$ cat src/hdl/dmpi_pkg.sv
// ============================================================================
// dmpi_pkg
// Shared widths, request and register codes and controller constants for the
// dual motor PI speed regulator.
// ============================================================================
package dmpi_pkg;

    // serial arithmetic unit widths
    localparam int MC_W   = 35;
    localparam int ML_W   = 20;
    localparam int PROD_W = MC_W + ML_W;
    localparam int DVS_W  = 20;
    localparam int ACC_W  = 42;

    // configuration port
    localparam int CFG_IDX_W  = 3;
    localparam int CFG_DATA_W = 16;

    localparam logic [CFG_IDX_W-1:0] CFG_KP    = 3'd0;
    localparam logic [CFG_IDX_W-1:0] CFG_KI    = 3'd1;
    localparam logic [CFG_IDX_W-1:0] CFG_DLIM  = 3'd2;
    localparam logic [CFG_IDX_W-1:0] CFG_TICK  = 3'd3;
    localparam logic [CFG_IDX_W-1:0] CFG_CAP   = 3'd4;
    localparam logic [CFG_IDX_W-1:0] CFG_CPT   = 3'd5;
    localparam logic [CFG_IDX_W-1:0] CFG_STALL = 3'd6;

    // request kinds
    localparam logic [2:0] REQ_TICK  = 3'd0;
    localparam logic [2:0] REQ_START = 3'd1;
    localparam logic [2:0] REQ_STOP  = 3'd2;
    localparam logic [2:0] REQ_DIR   = 3'd3;
    localparam logic [2:0] REQ_FAULT = 3'd4;

    // speed: sum * 30000 / (counts_per_turn * fill)
    localparam logic [14:0] SPEED_SCALE = 15'd30000;
    localparam logic signed [19:0] SPEED_MAX = 20'sd524287;
    localparam logic signed [19:0] SPEED_MIN = -20'sd524288;

    // P = kp*e*8192/125, dI = ki*tp*e*1024/15625
    localparam int P_SHIFT = 13;
    localparam int I_SHIFT = 10;
    localparam logic [DVS_W-1:0] P_DIV = 20'd125;
    localparam logic [DVS_W-1:0] I_DIV = 20'd15625;

    // stall detection
    localparam logic [14:0] STALL_TARGET_MIN       = 15'd300;
    localparam logic [11:0] STALL_DUTY_MIN         = 12'd300;
    localparam logic signed [19:0] STALL_SPEED_MAX = 20'sd50;

endpackage

$ cat src/hdl/dmpi_mul.sv
// ============================================================================
// dmpi_mul
// Bit-serial unsigned shift-add multiplier, one multiplier bit per cycle.
// ============================================================================
module dmpi_mul (
    input  logic                        i_clk,
    input  logic                        i_rst_n,
    input  logic                        i_start,
    input  logic [dmpi_pkg::MC_W-1:0]   i_mcand,
    input  logic [dmpi_pkg::ML_W-1:0]   i_mplier,
    output logic [dmpi_pkg::PROD_W-1:0] o_prod,
    output logic                        o_done
);
    localparam int CNT_W = $clog2(dmpi_pkg::ML_W);

    logic [dmpi_pkg::PROD_W-1:0] r_acc;
    logic [dmpi_pkg::PROD_W-1:0] r_mc;
    logic [dmpi_pkg::ML_W-1:0]   r_ml;
    logic [CNT_W-1:0]            r_cnt;
    logic                        r_busy;
    logic                        r_done;

    always_ff @(posedge i_clk) begin
        if (!i_rst_n) begin
            r_busy <= 1'b0;
            r_done <= 1'b0;
            r_cnt  <= '0;
        end else begin
            r_done <= 1'b0;
            if (i_start) begin
                r_busy <= 1'b1;
                r_cnt  <= '0;
            end else if (r_busy) begin
                r_cnt <= r_cnt + 1'b1;
                if (r_cnt == CNT_W'(dmpi_pkg::ML_W - 1)) begin
                    r_busy <= 1'b0;
                    r_done <= 1'b1;
                end
            end
        end
    end

    always_ff @(posedge i_clk) begin
        if (i_start) begin
            r_acc <= '0;
            r_mc  <= dmpi_pkg::PROD_W'(i_mcand);
            r_ml  <= i_mplier;
        end else if (r_busy) begin
            if (r_ml[0]) begin
                r_acc <= r_acc + r_mc;
            end
            r_mc <= r_mc << 1;
            r_ml <= r_ml >> 1;
        end
    end

    assign o_prod = r_acc;
    assign o_done = r_done;

endmodule

$ cat src/hdl/dmpi_div.sv
// ============================================================================
// dmpi_div
// Bit-serial restoring divider, one quotient bit per cycle, unsigned.
// ============================================================================
module dmpi_div (
    input  logic                        i_clk,
    input  logic                        i_rst_n,
    input  logic                        i_start,
    input  logic [dmpi_pkg::PROD_W-1:0] i_dividend,
    input  logic [dmpi_pkg::DVS_W-1:0]  i_divisor,
    output logic [dmpi_pkg::PROD_W-1:0] o_quot,
    output logic                        o_done
);
    localparam int DVD_W = dmpi_pkg::PROD_W;
    localparam int DVS_W = dmpi_pkg::DVS_W;
    localparam int CNT_W = $clog2(DVD_W);

    logic [DVD_W-1:0] r_q;
    logic [DVS_W-1:0] r_rem;
    logic [DVS_W-1:0] r_dvs;
    logic [CNT_W-1:0] r_cnt;
    logic             r_busy;
    logic             r_done;
    logic [DVS_W:0]   t_part;
    logic [DVS_W:0]   t_diff;
    logic             t_ge;

    always_comb begin
        t_part = {r_rem, r_q[DVD_W-1]};
        t_diff = t_part - {1'b0, r_dvs};
        t_ge   = t_part >= {1'b0, r_dvs};
    end

    always_ff @(posedge i_clk) begin
        if (!i_rst_n) begin
            r_busy <= 1'b0;
            r_done <= 1'b0;
            r_cnt  <= '0;
        end else begin
            r_done <= 1'b0;
            if (i_start) begin
                r_busy <= 1'b1;
                r_cnt  <= '0;
            end else if (r_busy) begin
                r_cnt <= r_cnt + 1'b1;
                if (r_cnt == CNT_W'(DVD_W - 1)) begin
                    r_busy <= 1'b0;
                    r_done <= 1'b1;
                end
            end
        end
    end

    always_ff @(posedge i_clk) begin
        if (i_start) begin
            r_q   <= i_dividend;
            r_rem <= '0;
            r_dvs <= i_divisor;
        end else if (r_busy) begin
            r_q   <= {r_q[DVD_W-2:0], t_ge};
            r_rem <= t_ge ? t_diff[DVS_W-1:0] : t_part[DVS_W-1:0];
        end
    end

    assign o_quot = r_q;
    assign o_done = r_done;

endmodule

$ cat src/hdl/dual_motor_pi_speed_control_top.sv
// ============================================================================
// dual_motor_pi_speed_control_top
// Two-motor speed regulator: moving-average speed filter and PI loop with
// conditional anti-windup, stall and encoder fault handling.
// ============================================================================
// Usage:
//   Requests enter on i_valid/o_ready; one result leaves on o_valid/i_ready
//   for every request, in order. Registers are written through i_cfg_valid,
//   i_cfg_index, i_cfg_data; o_cfg_ready is always high, write only when idle.
//   One request is worked at a time. Start, stop, set direction and fault
//   requests go from ST_IDLE straight to ST_OUT, which loads the result
//   register. A tick runs on one shared bit-serial multiplier and one
//   bit-serial divider: the speed only while stopped, and the speed plus
//   one PI update per motor while running.
//   The result register decouples the sides: a new request transfer is taken
//   while a result still waits; the next result waits in place until the
//   receiver takes the previous one, holding o_ready low meanwhile.
//   Synchronous reset clears the control, filter, speed, duty and fault state,
//   loads the default gains and limits, and drops o_valid.
// ============================================================================
module dual_motor_pi_speed_control_top #(
    parameter int WINDOW_TAPS = 3
) (
    input  logic                                i_clk,
    input  logic                                i_rst_n,
    input  logic                                i_valid,
    output logic                                o_ready,
    input  logic [2:0]                          i_req_type,
    input  logic signed [31:0]                  i_enc_count_a,
    input  logic signed [31:0]                  i_enc_count_b,
    input  logic signed [15:0]                  i_target_a,
    input  logic signed [15:0]                  i_target_b,
    input  logic                                i_reverse_dir,
    input  logic [1:0]                          i_fault_bits,
    output logic                                o_valid,
    input  logic                                i_ready,
    output logic signed [12:0]                  o_pwm_a,
    output logic signed [12:0]                  o_pwm_b,
    output logic signed [19:0]                  o_speed_a,
    output logic signed [19:0]                  o_speed_b,
    output logic                                o_running,
    output logic [1:0]                          o_fault_out,
    output logic                                o_reverse_now,
    output logic                                o_rejected,
    input  logic                                i_cfg_valid,
    output logic                                o_cfg_ready,
    input  logic [dmpi_pkg::CFG_IDX_W-1:0]      i_cfg_index,
    input  logic [dmpi_pkg::CFG_DATA_W-1:0]     i_cfg_data
);
    localparam int POS_W  = (WINDOW_TAPS > 1) ? $clog2(WINDOW_TAPS) : 1;
    localparam int FILL_W = $clog2(WINDOW_TAPS + 1);
    localparam int SUM_W  = 32 + $clog2(WINDOW_TAPS);
    localparam int MC_W   = dmpi_pkg::MC_W;
    localparam int ML_W   = dmpi_pkg::ML_W;
    localparam int PROD_W = dmpi_pkg::PROD_W;
    localparam int DVS_W  = dmpi_pkg::DVS_W;
    localparam int ACC_W  = dmpi_pkg::ACC_W;

    typedef enum logic [4:0] {
        ST_IDLE,
        ST_WIN,
        ST_DEN,
        ST_SPD_MUL,
        ST_SPD_PROD,
        ST_SPD_DIV,
        ST_PI_ERR,
        ST_PI_PMUL,
        ST_PI_PPROD,
        ST_PI_PDIV,
        ST_PI_KT,
        ST_PI_IPROD,
        ST_PI_IDIV,
        ST_PI_CAND,
        ST_PI_KEEP,
        ST_PI_DUTY,
        ST_FIN,
        ST_OUT
    } t_state;

    // configuration
    logic [10:0] r_kp;
    logic [12:0] r_ki;
    logic [11:0] r_dlim;
    logic [6:0]  r_tp;
    logic [14:0] r_cap;
    logic [15:0] r_cpt;
    logic [7:0]  r_sl;

    // controller state
    t_state                  r_state;
    logic [31:0]             r_win [2][WINDOW_TAPS];
    logic signed [SUM_W-1:0] r_sum [2];
    logic [31:0]             r_last [2];
    logic [31:0]             r_now [2];
    logic [POS_W-1:0]        r_pos;
    logic [FILL_W-1:0]       r_fill;
    logic [14:0]             r_tgt [2];
    logic signed [19:0]      r_spd [2];
    logic [11:0]             r_duty [2];
    logic [27:0]             r_int [2];
    logic [7:0]              r_sc [2];
    logic                    r_en;
    logic                    r_bwd;
    logic [1:0]              r_soft;
    logic [1:0]              r_hard;
    logic [1:0]              r_newf;
    logic                    r_m;
    logic                    r_rej;
    logic [DVS_W-1:0]        r_den;
    logic signed [20:0]      r_e;
    logic signed [ACC_W-1:0] r_p;
    logic signed [ACC_W-1:0] r_di;
    logic [27:0]             r_cand;

    // arithmetic unit operands
    logic [MC_W-1:0]   r_mc;
    logic [ML_W-1:0]   r_ml;
    logic [PROD_W-1:0] r_dvd;
    logic [DVS_W-1:0]  r_dvs;
    logic              r_mul_go;
    logic              r_div_go;
    logic [PROD_W-1:0] mul_prod;
    logic              mul_done;
    logic [PROD_W-1:0] div_q;
    logic              div_done;

    // result register
    logic               r_ovalid;
    logic signed [12:0] r_opwm_a;
    logic signed [12:0] r_opwm_b;
    logic signed [19:0] r_ospd_a;
    logic signed [19:0] r_ospd_b;
    logic               r_orun;
    logic [1:0]         r_ofault;
    logic               r_orev;
    logic               r_orej;

    // combinational helpers
    logic                    accept;
    logic [14:0]             ta_c;
    logic [14:0]             tb_c;
    logic                    tgt_zero;
    logic                    stop_req;
    logic                    restart_req;
    logic [31:0]             n_d [2];
    logic signed [SUM_W-1:0] n_sum [2];
    logic [FILL_W-1:0]       n_fill;
    logic [POS_W-1:0]        n_pos;
    logic [15:0]             cpt_nz;
    logic signed [SUM_W-1:0] s_sum;
    logic signed [SUM_W-1:0] s_sum_neg;
    logic [SUM_W-1:0]        sum_abs;
    logic signed [19:0]      spd_sat;
    logic signed [20:0]      e_calc;
    logic signed [20:0]      e_neg;
    logic [19:0]             e_abs;
    logic                    e_pos;
    logic signed [ACC_W-1:0] q_mag;
    logic signed [ACC_W-1:0] q_signed;
    logic [27:0]             lim_v;
    logic signed [ACC_W-1:0] lim_s;
    logic signed [ACC_W-1:0] cand_s;
    logic [27:0]             cand;
    logic signed [ACC_W-1:0] raw_s;
    logic                    keep;
    logic signed [ACC_W-1:0] out_s;
    logic [27:0]             out_c;
    logic [28:0]             rnd;
    logic [11:0]             n_duty;
    logic                    stall_cond;
    logic [7:0]              n_sc;
    logic                    stall_hit;
    logic [12:0]             duty_a_ext;
    logic [12:0]             duty_b_ext;

    dmpi_mul u_mul (
        .i_clk    (i_clk),
        .i_rst_n  (i_rst_n),
        .i_start  (r_mul_go),
        .i_mcand  (r_mc),
        .i_mplier (r_ml),
        .o_prod   (mul_prod),
        .o_done   (mul_done)
    );

    dmpi_div u_div (
        .i_clk      (i_clk),
        .i_rst_n    (i_rst_n),
        .i_start    (r_div_go),
        .i_dividend (r_dvd),
        .i_divisor  (r_dvs),
        .o_quot     (div_q),
        .o_done     (div_done)
    );

    assign o_ready     = (r_state == ST_IDLE);
    assign o_cfg_ready = 1'b1;
    assign accept      = i_valid && o_ready;

    always_comb begin
        ta_c = i_target_a[15] ? 15'd0 : ((i_target_a[14:0] > r_cap) ? r_cap : i_target_a[14:0]);
        tb_c = i_target_b[15] ? 15'd0 : ((i_target_b[14:0] > r_cap) ? r_cap : i_target_b[14:0]);
        tgt_zero = (ta_c == 15'd0) && (tb_c == 15'd0);

        stop_req = (accept && (((i_req_type == dmpi_pkg::REQ_START) &&
                                (tgt_zero || (r_hard != 2'd0))) ||
                               (i_req_type == dmpi_pkg::REQ_STOP) ||
                               ((i_req_type == dmpi_pkg::REQ_FAULT) && (i_fault_bits != 2'd0))))
                   || ((r_state == ST_FIN) && (r_newf != 2'd0));
        restart_req = accept && (i_req_type == dmpi_pkg::REQ_START) && !tgt_zero &&
                      (r_hard == 2'd0) && !r_en;

        for (int m = 0; m < 2; m++) begin
            n_d[m] = r_now[m] - r_last[m];
            if (r_bwd) begin
                n_d[m] = 32'd0 - n_d[m];
            end
            n_sum[m] = r_sum[m] - SUM_W'($signed(r_win[m][r_pos])) + SUM_W'($signed(n_d[m]));
        end
        n_fill = (r_fill < FILL_W'(WINDOW_TAPS)) ? r_fill + 1'b1 : r_fill;
        n_pos  = (r_pos == POS_W'(WINDOW_TAPS - 1)) ? '0 : r_pos + 1'b1;
        cpt_nz = (r_cpt == 16'd0) ? 16'd1 : r_cpt;

        s_sum     = r_sum[r_m];
        s_sum_neg = '0 - s_sum;
        sum_abs   = s_sum[SUM_W-1] ? s_sum_neg : s_sum;
        if (!s_sum[SUM_W-1]) begin
            spd_sat = (div_q > PROD_W'(524287)) ? dmpi_pkg::SPEED_MAX : $signed(div_q[19:0]);
        end else begin
            spd_sat = (div_q > PROD_W'(524288)) ? dmpi_pkg::SPEED_MIN
                                                : 20'sd0 - $signed(div_q[19:0]);
        end

        e_calc = $signed({6'b0, r_tgt[r_m]}) - 21'(r_spd[r_m]);
        e_neg  = 21'sd0 - r_e;
        e_abs  = r_e[20] ? e_neg[19:0] : r_e[19:0];
        e_pos  = !r_e[20] && (r_e != 21'sd0);

        q_mag    = $signed({1'b0, div_q[ACC_W-2:0]});
        q_signed = r_e[20] ? -q_mag : q_mag;

        lim_v  = {r_dlim, 16'b0};
        lim_s  = $signed(ACC_W'(lim_v));
        cand_s = $signed(ACC_W'(r_int[r_m])) + r_di;
        if (cand_s < 0) begin
            cand = 28'd0;
        end else if (cand_s > lim_s) begin
            cand = lim_v;
        end else begin
            cand = cand_s[27:0];
        end

        raw_s = r_p + $signed(ACC_W'(r_cand));
        keep  = ((raw_s >= 0) && (raw_s <= lim_s)) || ((raw_s > lim_s) && r_e[20]) ||
                ((raw_s < 0) && e_pos);

        out_s = r_p + $signed(ACC_W'(r_int[r_m]));
        if (out_s < 0) begin
            out_c = 28'd0;
        end else if (out_s > lim_s) begin
            out_c = lim_v;
        end else begin
            out_c = out_s[27:0];
        end
        rnd    = {1'b0, out_c} + 29'd32768;
        n_duty = rnd[27:16];

        stall_cond = (r_tgt[r_m] >= dmpi_pkg::STALL_TARGET_MIN) &&
                     (n_duty >= dmpi_pkg::STALL_DUTY_MIN) &&
                     (r_spd[r_m] <= dmpi_pkg::STALL_SPEED_MAX);
        n_sc      = (r_sc[r_m] < r_sl) ? r_sc[r_m] + 8'd1 : r_sc[r_m];
        stall_hit = (n_sc >= r_sl);

        duty_a_ext = {1'b0, r_duty[0]};
        duty_b_ext = {1'b0, r_duty[1]};
    end

    always_ff @(posedge i_clk) begin
        if (!i_rst_n) begin
            r_kp   <= 11'd200;
            r_ki   <= 13'd1600;
            r_dlim <= 12'd1000;
            r_tp   <= 7'd5;
            r_cap  <= 15'd3000;
            r_cpt  <= 16'd1560;
            r_sl   <= 8'd100;
        end else if (i_cfg_valid && o_cfg_ready) begin
            unique case (i_cfg_index)
                dmpi_pkg::CFG_KP:    r_kp   <= i_cfg_data[10:0];
                dmpi_pkg::CFG_KI:    r_ki   <= i_cfg_data[12:0];
                dmpi_pkg::CFG_DLIM:  r_dlim <= i_cfg_data[11:0];
                dmpi_pkg::CFG_TICK:  r_tp   <= i_cfg_data[6:0];
                dmpi_pkg::CFG_CAP:   r_cap  <= i_cfg_data[14:0];
                dmpi_pkg::CFG_CPT:   r_cpt  <= i_cfg_data;
                dmpi_pkg::CFG_STALL: r_sl   <= i_cfg_data[7:0];
                default: ;
            endcase
        end
    end

    always_ff @(posedge i_clk) begin
        if (!i_rst_n) begin
            r_state  <= ST_IDLE;
            r_en     <= 1'b0;
            r_bwd    <= 1'b0;
            r_soft   <= 2'd0;
            r_hard   <= 2'd0;
            r_newf   <= 2'd0;
            r_m      <= 1'b0;
            r_rej    <= 1'b0;
            r_pos    <= '0;
            r_fill   <= '0;
            r_mul_go <= 1'b0;
            r_div_go <= 1'b0;
            r_ovalid <= 1'b0;
            for (int m = 0; m < 2; m++) begin
                r_sum[m]  <= '0;
                r_last[m] <= '0;
                r_tgt[m]  <= '0;
                r_spd[m]  <= '0;
                r_duty[m] <= '0;
                r_int[m]  <= '0;
                r_sc[m]   <= '0;
                for (int t = 0; t < WINDOW_TAPS; t++) begin
                    r_win[m][t] <= '0;
                end
            end
        end else begin
            r_mul_go <= 1'b0;
            r_div_go <= 1'b0;
            if (r_ovalid && i_ready) begin
                r_ovalid <= 1'b0;
            end

            unique case (r_state)
                ST_IDLE: begin
                    if (accept) begin
                        r_rej   <= 1'b0;
                        r_state <= ST_OUT;
                        unique case (i_req_type)
                            dmpi_pkg::REQ_TICK: begin
                                r_now[0] <= i_enc_count_a;
                                r_now[1] <= i_enc_count_b;
                                r_newf   <= 2'd0;
                                r_state  <= ST_WIN;
                            end
                            dmpi_pkg::REQ_START: begin
                                if (!tgt_zero && (r_hard != 2'd0)) begin
                                    r_soft <= r_hard;
                                end else if (!tgt_zero) begin
                                    r_soft   <= 2'd0;
                                    r_tgt[0] <= ta_c;
                                    r_tgt[1] <= tb_c;
                                    r_en     <= 1'b1;
                                end
                            end
                            dmpi_pkg::REQ_DIR: begin
                                if (r_en) begin
                                    r_rej <= 1'b1;
                                end else begin
                                    r_bwd <= i_reverse_dir;
                                end
                            end
                            dmpi_pkg::REQ_FAULT: begin
                                r_hard <= r_hard | i_fault_bits;
                                r_soft <= r_soft | i_fault_bits;
                            end
                            default: ;
                        endcase
                    end
                end
                ST_WIN: begin
                    for (int m = 0; m < 2; m++) begin
                        r_last[m]       <= r_now[m];
                        r_win[m][r_pos] <= n_d[m];
                        r_sum[m]        <= n_sum[m];
                    end
                    r_fill   <= n_fill;
                    r_pos    <= n_pos;
                    r_mc     <= MC_W'(cpt_nz);
                    r_ml     <= ML_W'(n_fill);
                    r_mul_go <= 1'b1;
                    r_state  <= ST_DEN;
                end
                ST_DEN: begin
                    if (mul_done) begin
                        r_den   <= mul_prod[DVS_W-1:0];
                        r_m     <= 1'b0;
                        r_state <= ST_SPD_MUL;
                    end
                end
                ST_SPD_MUL: begin
                    r_mc     <= MC_W'(sum_abs);
                    r_ml     <= ML_W'(dmpi_pkg::SPEED_SCALE);
                    r_mul_go <= 1'b1;
                    r_state  <= ST_SPD_PROD;
                end
                ST_SPD_PROD: begin
                    if (mul_done) begin
                        r_dvd    <= mul_prod;
                        r_dvs    <= r_den;
                        r_div_go <= 1'b1;
                        r_state  <= ST_SPD_DIV;
                    end
                end
                ST_SPD_DIV: begin
                    if (div_done) begin
                        r_spd[r_m] <= spd_sat;
                        if (!r_m) begin
                            r_m     <= 1'b1;
                            r_state <= ST_SPD_MUL;
                        end else if (r_en) begin
                            r_m     <= 1'b0;
                            r_state <= ST_PI_ERR;
                        end else begin
                            r_state <= ST_OUT;
                        end
                    end
                end
                ST_PI_ERR: begin
                    if (r_tgt[r_m] == 15'd0) begin
                        r_int[r_m]  <= '0;
                        r_duty[r_m] <= '0;
                        if (r_m) begin
                            r_state <= ST_FIN;
                        end else begin
                            r_m <= 1'b1;
                        end
                    end else begin
                        r_e     <= e_calc;
                        r_state <= ST_PI_PMUL;
                    end
                end
                ST_PI_PMUL: begin
                    r_mc     <= MC_W'(r_kp);
                    r_ml     <= e_abs;
                    r_mul_go <= 1'b1;
                    r_state  <= ST_PI_PPROD;
                end
                ST_PI_PPROD: begin
                    if (mul_done) begin
                        r_dvd    <= mul_prod << dmpi_pkg::P_SHIFT;
                        r_dvs    <= dmpi_pkg::P_DIV;
                        r_div_go <= 1'b1;
                        r_state  <= ST_PI_PDIV;
                    end
                end
                ST_PI_PDIV: begin
                    if (div_done) begin
                        r_p      <= q_signed;
                        r_mc     <= MC_W'(r_ki);
                        r_ml     <= ML_W'(r_tp);
                        r_mul_go <= 1'b1;
                        r_state  <= ST_PI_KT;
                    end
                end
                ST_PI_KT: begin
                    if (mul_done) begin
                        r_mc     <= MC_W'(mul_prod[ML_W-1:0]);
                        r_ml     <= e_abs;
                        r_mul_go <= 1'b1;
                        r_state  <= ST_PI_IPROD;
                    end
                end
                ST_PI_IPROD: begin
                    if (mul_done) begin
                        r_dvd    <= mul_prod << dmpi_pkg::I_SHIFT;
                        r_dvs    <= dmpi_pkg::I_DIV;
                        r_div_go <= 1'b1;
                        r_state  <= ST_PI_IDIV;
                    end
                end
                ST_PI_IDIV: begin
                    if (div_done) begin
                        r_di    <= q_signed;
                        r_state <= ST_PI_CAND;
                    end
                end
                ST_PI_CAND: begin
                    r_cand  <= cand;
                    r_state <= ST_PI_KEEP;
                end
                ST_PI_KEEP: begin
                    if (keep) begin
                        r_int[r_m] <= r_cand;
                    end
                    r_state <= ST_PI_DUTY;
                end
                ST_PI_DUTY: begin
                    r_duty[r_m] <= n_duty;
                    if (stall_cond) begin
                        r_sc[r_m] <= n_sc;
                        if (stall_hit) begin
                            r_newf[r_m] <= 1'b1;
                        end
                    end else begin
                        r_sc[r_m] <= 8'd0;
                    end
                    if (r_m) begin
                        r_state <= ST_FIN;
                    end else begin
                        r_m     <= 1'b1;
                        r_state <= ST_PI_ERR;
                    end
                end
                ST_FIN: begin
                    r_soft  <= r_soft | r_newf;
                    r_state <= ST_OUT;
                end
                ST_OUT: begin
                    if (!r_ovalid || i_ready) begin
                        r_ovalid <= 1'b1;
                        r_opwm_a <= r_bwd ? $signed(13'd0 - duty_a_ext) : $signed(duty_a_ext);
                        r_opwm_b <= r_bwd ? $signed(13'd0 - duty_b_ext) : $signed(duty_b_ext);
                        r_ospd_a <= r_spd[0];
                        r_ospd_b <= r_spd[1];
                        r_orun   <= r_en;
                        r_ofault <= r_soft;
                        r_orev   <= r_bwd;
                        r_orej   <= r_rej;
                        r_state  <= ST_IDLE;
                    end
                end
                default: r_state <= ST_IDLE;
            endcase

            if (restart_req) begin
                r_pos  <= '0;
                r_fill <= '0;
                r_last[0] <= i_enc_count_a;
                r_last[1] <= i_enc_count_b;
                for (int m = 0; m < 2; m++) begin
                    r_sum[m]  <= '0;
                    r_spd[m]  <= '0;
                    r_duty[m] <= '0;
                    r_int[m]  <= '0;
                    r_sc[m]   <= '0;
                    for (int t = 0; t < WINDOW_TAPS; t++) begin
                        r_win[m][t] <= '0;
                    end
                end
            end

            if (stop_req) begin
                r_en  <= 1'b0;
                r_bwd <= 1'b0;
                for (int m = 0; m < 2; m++) begin
                    r_tgt[m]  <= '0;
                    r_int[m]  <= '0;
                    r_duty[m] <= '0;
                end
            end
        end
    end

    assign o_valid       = r_ovalid;
    assign o_pwm_a       = r_opwm_a;
    assign o_pwm_b       = r_opwm_b;
    assign o_speed_a     = r_ospd_a;
    assign o_speed_b     = r_ospd_b;
    assign o_running     = r_orun;
    assign o_fault_out   = r_ofault;
    assign o_reverse_now = r_orev;
    assign o_rejected    = r_orej;

endmodule

$ cat config.mk
export PLATFORM = sky130hd
export DESIGN_NAME = dual_motor_pi_speed_control_top
export DESIGN_NICKNAME = d
export VERILOG_FILES = /design/src/hdl/dmpi_pkg.sv /design/src/hdl/dmpi_mul.sv /design/src/hdl/dmpi_div.sv /design/src/hdl/dual_motor_pi_speed_control_top.sv
export SDC_FILE = /design/constraint.sdc
export NUM_CORES = 2
export LEC_CHECK = 0
export BUFFER_PORTS_ARGS = -buffer_cell sky130_fd_sc_hd__clkbuf_2
export CORE_ASPECT_RATIO = 0.75
export CORE_MARGIN = 2
export CORE_UTILIZATION = 64
export DETAILED_ROUTE_END_ITERATION = 6
export GPL_ROUTABILITY_DRIVEN = 0
export PLACE_DENSITY = 0.81
export SETUP_SLACK_MARGIN = 0.05
export SLEW_MARGIN = 20
export SYNTH_ARGS = -nofsm -noshare
export SYNTH_HDL_FRONTEND = slang
export SYNTH_SLANG_ARGS = --single-unit
$ cat constraint.sdc
create_clock -name i_clk -period 13.3 [get_ports i_clk]
set_input_delay 1.33 -clock i_clk [delete_from_list [all_inputs] [get_ports i_clk]]
set_output_delay 1.33 -clock i_clk [all_outputs]
set_load 0.02 [all_outputs]
Yosys cells after proc, flatten, opt, wreduce, memory -nomap -nowiden:

Memories as Yosys holds them, arrays and structs flattened. A register that Yosys moved wholly into a read port is not among the register bits.
Index checks and enable logic that the tools add are counted.

* bits in registers: 658
* memory bits (writable): 554
* bits of input ports: 126
* output and inout port bits: 74
* word-level logic and storage cells: 1246
* memories kept: 9

Memory list
* r_win: depth 2, bits a word 96, read ports 2, clocked after memory_dff 0, wr ports 2, RTL line dual_motor_pi_speed_control_top.sv:91 `logic [31:0] r_win [2][WINDOW_TAPS];`
* r_sum: depth 2, bits a word 34, read ports 3, clocked after memory_dff 1, wr ports 2, RTL line dual_motor_pi_speed_control_top.sv:92 `logic signed [SUM_W-1:0] r_sum [2];`
* r_last: depth 2, bits a word 32, read ports 2, clocked after memory_dff 0, wr ports 2, RTL line dual_motor_pi_speed_control_top.sv:93 `logic [31:0] r_last [2];`
* r_now: depth 2, bits a word 32, read ports 2, clocked after memory_dff 0, wr ports 2, RTL line dual_motor_pi_speed_control_top.sv:94 `logic [31:0] r_now [2];`
* r_int: depth 2, bits a word 28, read ports 1, clocked after memory_dff 1, wr ports 2, RTL line dual_motor_pi_speed_control_top.sv:100 `logic [27:0] r_int [2];`
* r_spd: depth 2, bits a word 20, read ports 3, clocked after memory_dff 3, wr ports 2, RTL line dual_motor_pi_speed_control_top.sv:98 `logic signed [19:0] r_spd [2];`
* 3 more memories

* $add $sub $neg: 26
* $lt $le $gt $ge: 23
* equality and inequality tests: 47
* muxes and demuxes: 579
* bitwise operators: 423
* reductions and logical operators: 88

Operators by type and width (count)
* $mux W1: 467
* $or A1 B1 Y1: 411
* $mux W32: 11
* $mux W20: 15
* $mux W55: 5
* $mux W28: 9
* $pmux W35 S5: 1
* $mux W34: 5
* $pmux W55 S3: 1
* $mux W35: 4
* $bmux W32 S2: 2
* $gt A42 B29 Y1: 3
* $lt A42 B1 Y1 const B: 3
* $mux W15: 8
* $pmux W20 S5: 1
* $mux W12: 8
* $mux W96: 1
* $pmux W5 S18: 1
* $add A42 B29 Y42: 2
* $mux W5: 16
* $add A34 B32 Y34: 2
* $sub A34 B32 Y34: 2
* $demux W32 S2: 1
* $sub A1 B32 Y32 const A: 2
* other kinds (81): 205

Depth between registers and ports, before layout:

* depth in word-level cells: 16
* gate-level depth with buffers: 44
* gate-level depth less buffers: 32

Cells and area by module:

A second synthesis with hierarchy kept.

* cell total of the unflattened synthesis: 7622
* area total of the unflattened synthesis: 75693.8 µm²

Modules (own cells, without submodules)
* dual_motor_pi_speed_control_top: instances 1, cells each 6273, area each 62127.1 µm², sequential area each 28697.5 µm²
* dmpi_mul: instances 1, cells each 912, area each 8319.2 µm², sequential area each 3293.2 µm²
* dmpi_div: instances 1, cells each 437, area each 5247.5 µm², sequential area each 2812.7 µm²

Worst setup path before layout:

No wires, ideal clock.

* path type: reg2reg
* start point: register with a tool-made name
* end point: memory r_sc[0][1] (data pin)
* library setup time: 0.139 ns
* arrival: 10.677 ns
* required time: 13.161 ns
* slack: 2.484 ns
* stages on the path, launching flop included: 42
* buffers on the path: 12
* clock period less this slack: 10.816 ns
* path through: dfxtp_1 clkbuf_1 clkbuf_1 clkbuf_1 clkbuf_1 buf_1 buf_1 buf_1 buf_1 mux2_2 ha_1 fa_1 a21o_1 a221o_1 a211oi_2 o21a_2 o21bai_2 or4b_2 (+6 left out) nand4_1 o31a_1 or4_1 buf_2 or2_4 buf_4 buf_2 nor2_1 a21oi_1 nor2_1 ha_1 o2111ai_4 or2b_1 mux2i_1 or3_1 a311o_1 buf_4 nor2_1

RTL lines
* end, declared: RTL line dual_motor_pi_speed_control_top.sv:101 `logic [7:0] r_sc [2];`

==> results.md <==
- Worst slew pin tran: 1160 ps
- YS warnings: 0
- Die area: around 120000 um^2
- Drc violations: 31
- Internal Dissipation: about 9.6 mW
- Die Ht: ~300 um
- Initial antenna violation count: 8
- Largest net degree at the start of global routing: 94
- Final #Nets: about 7800
- Unrepaired setup endpoints after global routing: no
- Final hold vios: 0
- Failing checks: design-rule violations
- Worst hold path type: flip-flop to flip-flop
- Initial Util: 64.8%
- Global-route wire length before repair: about 310 mm
- Number of vias per cell: 6.54
- Die X: 393 um
- Worst hold slack: about 400 ps
- WL final: between 200 and 250 mm
- Max-slew violations: 0
- Synthesized instance count: 7135
- Sw Pwr: roughly 6.2 mW
- Startpoint of the lowest-slack hold path: r_dvs[19]
- Total GRT Usage: 34.5%
- Ys async rst share: 0%
- Clock tree buffer depth: 3
- Register area share after synthesis: 48.0%
- Skew final: roughly 54 ps
- Setup_tns: 0 ps
- Yosys top cell by area: edfxtp_1
- H-tree depth: 3
- Post-synth EDFFs: 973
- Post-Syn Nets: ~7700
- Iter 0 DRT Violations: between 7000 and 8000
- Worst reg2reg endpoint: r_sc[0][1]
- Routed via count: a little under 60000
- Ports: 200
- Hold-fix buffers, CTS: 0
- Layout Area Growth over Synthesis: 9.25%
- Logic pwr share: a little over two fifths
- R2r setup slk: around 3200 ps
- Hpwl dp: around 150 mm
- CP required: ~14000 ps
- Layout cells sized above 1: around a tenth
- FP Rows: between 100 and 150
- Number of I/O port buffers: roughly 200
- Crit path DAT: around 11000 ps
- Sequential Power Share: about a third
- GRT Residual Overflow: 0
- CTS resizes: 0
- Final setup viols: 0
- Avg Cell Area, Syn: around 10 um^2
- CTS tree: done
- Register bit total from synthesis: 1252
- Fmax achieved: a little under 0.1 GHz
- DR WL/cell: around 23 um
- MaxCap Viol Count: 0
- CP Capture Type: flip-flop
- CP max stage delay: between 700 and 800 ps
- Share of the synthesized area in the top cell type: between 40% and 50%
- Core Region: roughly 110000 um^2
- Clk pwr share: around 23%
- Mapped Area: between 70000 and 80000 um^2
- Status: complete, but fails checks
- Relative slew slack: a little under a quarter
- Tot Pwr: 15.7 mW
- Worst setup path class: flip-flop to flip-flop
- WHS Path Cells: 0
- Cell Pwr Density: 198 nW/um^2
- Worst Hold End: u_div.r_dvs[19]
- Post-CTS Setup Bufs: 0
- Sw Ratio: just under 40%
- Clk slew on worst S/H paths: ~70 ps
- Number of global-route vias before repair: ~55000
- Peak supply drop: 187 uV
- Ys flop type: edfxtp_1
- Clk_lat worst skew: 770 ps
- Top cells by area, synth: edfxtp_1 (40%), dfxtp_1 (7.7%), ha_1 (6.9%), nor2_1 (3.9%), nand2_1 (3.8%)
- Worst reg2reg path depth: 30
- Post-DRT Antenna Nets: 0
- Minimum clock period: around 10000 ps
- Leakage: approximately 30 nW
- Crit Path Max Fanout: 34
- Post-synth cell types: between 90 and 100
- Critical-path top delay cell: dfxtp_4
- Crit start category: flip-flop
- Clock sink count: between 1000 and 1500
- Fin crit share: roughly three quarters
- Root Driver: clkbuf_16
- Pre-antenna DRT Iters: 7
- Clock buffer count from CTS: between 100 and 150
[state kept, by name, summed over array words and instances (netlist names), 21 cells and up, named ones only]
| name | count |
|---|---|
| r_tgt | 30 |
| r_cand | 28 |
| u_mul.o_prod | 55 |
| r_duty | 24 |
| r_e | 21 |
| u_div.o_quot | 55 |
| r_dvd | 55 |
| r_di | 42 |
| r_mc | 34 |
| r_now | 64 |
| r_int | 56 |
| r_spd | 40 |
| u_mul.r_mc | 55 |
| r_sum | 68 |
| r_win | 192 |
| r_last | 64 |
| r_p | 42 |
[stage by stage]
step,instances,setup slack (ps),utilization (%),instance area [um^2]
2_1_floorplan,7135,2480,-,72600
6_report,8866,3190,70.8,79300
3_3_place_gp,8624,3940,67.1,75100
3_5_place_dp,8624,3500,67.1,75100
5_1_grt,8862,2760,70.8,79300
4_1_cts,8856,3410,70.8,79200
[worst max path at each step]
stage                     slack (ps)    endpoint  depth (start not counted)
after floorplan                 2480  r_sc[0][1]                         41
after global placement          3940  r_sc[0][1]                         30
after detailed placement        3500  r_sc[0][1]                         30
after CTS                       3410  r_sc[0][1]                         30
after global routing            2760  r_sc[0][1]                         30
final                           3190  r_sc[0][1]                         30
[critical path: cells and delay by family (launching register included)]
| kind | cells | cell delay, ps |
|---|---|---|
| compound gates | 13 | 3650 |
| fa+ha+maj | 4 | 1080 |
| buf+inv | 1 | 580 |
| flops | 1 | 790 |
| mux | 2 | 610 |
| simple gates | 10 | 3200 |
[cell usage in the layout (no fill, tap or decap), types with 163 or more instances in the layout]
| master | netlist | final |
|---|---|---|
| nand2_1 | 730 | 727 |
| inv_1 | 354 | 352 |
| xor2_1 | 164 | 163 |
| dfxtp_1 | 279 | 273 |
| o21ai_0 | 359 | 357 |
| xnor2_1 | 263 | 263 |
| mux2i_1 | 205 | 204 |
| ha_1 | 399 | 399 |
| clkbuf_2 | 1 | 198 |
| a21oi_1 | 472 | 470 |
| nor2_1 | 749 | 739 |
| edfxtp_1 | 973 | 973 |
[kinds of logic (layout without fill, tap and decap cells)]
logic type                 after synthesis  count (layout)  synth area share, %
other                                    1               9              0.00517
AOI/OAI and AO/OA                     1622            1622                 14.4
DFF                                   1252            1252                 48.0
and+or+nand+nor                       2351            2351                 15.0
xor gates and xnor gates               427             427                 5.15
muxes                                  361             361                 5.25
adders and majority gates              473             473                 8.92
buffers and inverters                  648             859                 3.40
[area by class of cell]
cell class                 count  area [um^2]
multi-input combinational   5235        35500
sequential                  1252        34800
fill                        7990        32600
clock buffer                 158         3430
tap                         1512         1890
timing repair buffer         271         1560
inverter                     356         1340
clock inverter                74          729
antenna                        8         20.0
[power by group through the flow]
stage	clock network (mW)	logic (mW)	registers, mW
detailed placement	0	6.57	5.37
global route	3.77	7.51	5.36
finish	3.61	6.81	5.31
floorplan	0	5.15	5.14
CTS	3.61	6.66	5.29
global placement	0	6.29	5.35
[synthesized netlist by cell type (all sizes together), types with 83 or more instances]
library cell  count
a21o            119
a21oi           472
a22oi            83
and3            120
clkbuf          247
dfxtp           279
edfxtp          973
ha              399
inv             355
mux2            156
mux2i           205
nand2           730
nand3           146
nor2            750
nor3            127
o21ai           369
xnor2           263
xor2            164
[metal layers]
metal | wire [um] | vias up | track usage (%)
met5 | 186 | - | 0.909
met2 | 86100 | 3499 | 50.4
met4 | 7620 | 10 | 12.5
met3 | 26500 | 509 | 10.2
li1 | - | 26200 | -
met1 | 82900 | 27700 | 48.8
Note: power is estimated with default switching activity, not from simulation.
